<file path="src/sv/wtsp_pkg.sv">
package wtsp_pkg;

   localparam int COORD_W    = 32;
   localparam int COEF_W     = 32;
   localparam int MUL_W      = COORD_W + COEF_W;
   localparam int FRAC_W     = 16;
   localparam int DOT_W      = 49;
   localparam int MAG_W      = DOT_W - 1;
   localparam int Q_W        = 35;
   localparam int HI_SHIFT   = Q_W - FRAC_W;
   localparam int NSTEP      = Q_W;
   localparam int VP_W       = 16;
   localparam int PROD_W     = Q_W + VP_W;
   localparam int HALF_W     = PROD_W - 1;
   localparam int SUM_W      = 54;
   localparam int W_MIN      = 656;
   localparam int FIFO_DEPTH = 4;
   localparam int FIFO_AW    = 2;
   localparam int CSR_IDX_W  = 3;
   localparam int CSR_DATA_W = 64;

   localparam logic [CSR_IDX_W-1:0] CSR_ROW0_LO = 3'd0;
   localparam logic [CSR_IDX_W-1:0] CSR_ROW0_HI = 3'd1;
   localparam logic [CSR_IDX_W-1:0] CSR_ROW1_LO = 3'd2;
   localparam logic [CSR_IDX_W-1:0] CSR_ROW1_HI = 3'd3;
   localparam logic [CSR_IDX_W-1:0] CSR_ROW3_LO = 3'd4;
   localparam logic [CSR_IDX_W-1:0] CSR_ROW3_HI = 3'd5;
   localparam logic [CSR_IDX_W-1:0] CSR_VP_ORG  = 3'd6;
   localparam logic [CSR_IDX_W-1:0] CSR_VP_SIZE = 3'd7;

   typedef logic signed [COORD_W-1:0] coord_type;
   typedef logic [3:0][COEF_W-1:0] row_type;

   typedef struct packed {
      row_type row_x;
      row_type row_y;
      row_type row_w;
   } matrix_type;

   typedef struct packed {
      logic signed [VP_W-1:0] top;
      logic signed [VP_W-1:0] left;
      logic [VP_W-1:0]        height;
      logic [VP_W-1:0]        width;
   } viewport_type;

   // classified point handed from front to back
   typedef struct packed {
      logic [MAG_W-1:0] mag_x;
      logic             neg_x;
      logic [MAG_W-1:0] mag_y;
      logic             neg_y;
      logic [MAG_W-1:0] div;
      logic             vis;
   } job_type;

   typedef struct packed {
      logic             vld;
      logic             vis;
      logic             neg_x;
      logic             neg_y;
      logic             ovf_x;
      logic             ovf_y;
      logic [MAG_W-1:0] div;
      logic [MAG_W-1:0] rem_x;
      logic [MAG_W-1:0] rem_y;
      logic [Q_W-1:0]   num_x;
      logic [Q_W-1:0]   num_y;
      logic [Q_W-1:0]   quo_x;
      logic [Q_W-1:0]   quo_y;
   } div_stage_type;

   function automatic logic signed [COORD_W-1:0] sat32(input logic signed [SUM_W-1:0] v);
      logic signed [SUM_W-1:0] hi;
      logic signed [SUM_W-1:0] lo;
      hi = SUM_W'(64'sh7FFF_FFFF);
      lo = -SUM_W'(64'sh8000_0000);
      if (v > hi) begin
         return 32'sh7FFF_FFFF;
      end else if (v < lo) begin
         return 32'sh8000_0000;
      end
      return COORD_W'(v);
   endfunction

endpackage

</file>
<file path="src/sv/wtsp_fifo.sv">
module wtsp_fifo import wtsp_pkg::*; (
   input  logic    clock,
   input  logic    reset,
   input  logic    push,
   input  job_type din,
   output logic    full,
   input  logic    pop,
   output job_type dout,
   output logic    empty
);

   job_type            mem_ff [FIFO_DEPTH];
   logic [FIFO_AW-1:0] wr_ff, rd_ff;
   logic [FIFO_AW:0]   cnt_ff, cnt_in;

   assign full  = cnt_ff == (FIFO_AW+1)'(FIFO_DEPTH);
   assign empty = cnt_ff == '0;
   assign dout  = mem_ff[rd_ff];

   always_comb begin
      cnt_in = cnt_ff;
      if (push && !pop) begin
         cnt_in = cnt_ff + 1'b1;
      end else if (pop && !push) begin
         cnt_in = cnt_ff - 1'b1;
      end
   end

   always_ff @(posedge clock) begin
      if (reset) begin
         wr_ff  <= '0;
         rd_ff  <= '0;
         cnt_ff <= '0;
      end else begin
         if (push) begin
            wr_ff <= wr_ff + 1'b1;
         end
         if (pop) begin
            rd_ff <= rd_ff + 1'b1;
         end
         cnt_ff <= cnt_in;
      end
   end

   always_ff @(posedge clock) begin
      if (push) begin
         mem_ff[wr_ff] <= din;
      end
   end

endmodule

</file>
<file path="config.mk">
export PLATFORM = sky130hd
export DESIGN_NAME = wtsp_fifo
export DESIGN_NICKNAME = d
export VERILOG_FILES = /design/src/sv/wtsp_pkg.sv /design/src/sv/wtsp_fifo.sv
export SDC_FILE = /design/constraint.sdc
export NUM_CORES = 1
export LEC_CHECK = 0
export ABC_AREA = 1
export BUFFER_PORTS_ARGS = -buffer_cell sky130_fd_sc_hd__buf_2
export CORE_ASPECT_RATIO = 0.8
export CORE_MARGIN = 3
export CORE_UTILIZATION = 33
export DETAILED_ROUTE_END_ITERATION = 7
export MAX_ROUTING_LAYER = met4
export SYNTH_ARGS = -nofsm -noshare
export SYNTH_HDL_FRONTEND = slang
export SYNTH_SLANG_ARGS = --single-unit
</file>
<file path="constraint.sdc">
create_clock -name clock -period 9.5 [get_ports clock]
set_input_delay 0.475 -clock clock [delete_from_list [all_inputs] [get_ports clock]]
set_output_delay 0.475 -clock clock [all_outputs]
set_load 0.01 [all_outputs]
</file>
==> results.ini <==
[run_status]
status = finished, final reports clean

[power_and_ir_drop]
ir_worst_vdd_mv = 0.141
p_per_area_mw_per_mm2 = 219
p_leak_nw = 9.14

[finish]
final_nets = 1918
area_growth_pct = 17.9
final_util_pct = 39.6
layout.cells.non_filler = 2737
drive_gt1_share_pct = 29.0
final_cell_mix = edfxtp_1, buf_2, nor2_1, o21ai_0, o21ai_1
final_common_cell = edfxtp_1

[logic_synthesis]
seq_area_frac_synth_pct = 78.2
synth_seq_cells = 597
synth.avg_cell_area_um2 = 15.4
ys_warn_count = 0
syn_inst = 1479
synthesis.area_mm2 = 0.0228
ys_types = 25
synth_nets = 1636

[routing]
ant_nets = 0
drt-wirelength-per-cell_um = 19.2
drt_iter0_drc = 736
drcViolationCount = 0
wl_mm = 52.5
first_pass_iters = 7
vias = 13300
vias_per_cell = 4.85

[floorplanning]
rows = 85
start_util_pct = 33.6
fp.dieH_um = 241
die_w_um = 300
io-pin-count = 300
die_area_mm2 = 0.0723
design.core.area_mm2 = 0.0679

[clocking]
ctsRootBufferMaster = clkbuf_16
cts_setup_buffers = 0
clockBufferDepth = 3
cts_tree = done
cts.htree.levels = 2
insertion_delay_ns = 0.63
cts_hold_buffers = 1
cts_resized = 0
cts_buffers = 61
cts_num_sinks = 597
cts.clk_slew.worst_paths_ns = 0.06

[worst_setup_path]
worst_setup_path_start_kind = flip-flop
required_ns = 9.03
end_kind = output pin
path_common_cell = buf_4
worstSetupPathType = flip-flop to output pin
path_max_fanout = 90
cp.arrival_ns = 3.90
slowest_delay_ns = 0.88
worstPathCellList = buf_4, buf_4, o21ai_0, o22ai_2, buf_2
cp_slowest_cell = dfxtp_4
reg2reg_setup_slack_ns = 7.10

[placed_design]
post-place-ws_ns = 5.72
gp_congestion = 0.741
port_buffers = 299
dpl.hpwl_mm = 28.6
place_inst = 2610

[timing]
fin_ws_ns = 5.13
period_minus_slack_ns = 4.37
fin_worst_skew_ns = 0.0288
setup_viol = 0
hold_ws_ns = 0.0574
grt_setup_unrepaired = false
worst_pin_slew_ns = 1.17
drv_slew = 0
hold_viol_final = 0
fin_crit_sh_pct = 46.0
fin_tns_setup_ns = 0
max_freq_ghz = 0.229
slew-limit-headroom_pct = 21.8

[global_route]
grt_pass1_vias = 13400
grt_pass1_wl_mm = 78.4
overflow = 0
grt_max_degree = 109
track_usage_pct = 14.5
antenna_found_initial = 13

[run]
cap_violations = 0

[min_path]
hold_class = input pin to flip-flop

==> where the power goes <==
part           internal, W  leakage [nW]  total [W]  switching [W]
clock              0.00131         0.930    0.00229       0.000980
combinational     0.000178          2.73   0.000539       0.000361
sequential         0.00301          5.48    0.00305      0.0000402
==> critical path: cells and delay by family (launching register included) <==
kind            cells  cell delay (ns)
flops               1             0.88
compound gates      2             0.49
buf+inv             3             1.74
==> cells by family (layout without fill, tap and decap cells) <==
kind of cell    Yosys count  in the layout  share of synthesized area (%)
simple gates            313            313                           5.84
xor+xnor                  1              1                         0.0384
fa+ha+maj                 6              6                          0.362
buf+inv                 113            445                           3.24
other cells               0             13                              0
flops                   597            597                           78.2
compound gates          449            449                           12.3
==> per-stage QoR <==
step                power, W  area [µm²]
global route         0.00613       26900
floorplan            0.00344       22800
detailed placement   0.00366       24900
CTS                  0.00597       26800
finish               0.00589       26900
global placement     0.00365       24900
==> cell type report <==
class	instances	area, µm²
clock inverter	42	355
fill	6339	41000
clock buffer	71	1560
tap	913	1140
sequential	597	17800
timing repair buffer	315	1620
inverter	17	93.8
multi-input combinational	769	4230
antenna	13	32.5
==> path summary, 6_finish.rpt <==
kind,from,endpoint,depth (start not counted)
worst max register to register,wr_ff[0],mem_ff[0][86],5
worst max-delay path,flip-flop,dout[77],5
worst min-delay path,din[10],mem_ff[2][10],1
worst min register to register,rd_ff[1],rd_ff[1],1
==> routing by layer <==
layer	vias up	global-route usage [%]	share of wire, %
met5	-	-	0
met4	0	3.59	1.9
met3	79	3.71	6.4
met2	312	23.6	49
met1	6675	18.1	43
li1	6195	-	-
==> sequential cells by signal, indices dropped and copies added (netlist names), named ones only <==
signal  cells
mem_ff    588
cnt_ff      3
rd_ff       2
wr_ff       2
==> synthesized netlist by cell type (all sizes together) <==
master	instances	area share [%]
a21oi	3	0.066
buf	59	2.3
clkbuf	37	0.61
dfxtp	9	0.79
edfxtp	588	77
fa	1	0.088
ha	5	0.27
inv	17	0.29
nand2	9	0.15
nand3	1	0.022
nand4	1	0.027
nor2	300	5.6
nor3	2	0.044
o21ai	299	6.6
o22ai	147	5.7
xor2	1	0.038
Note: power is estimated with default switching activity, not from simulation.
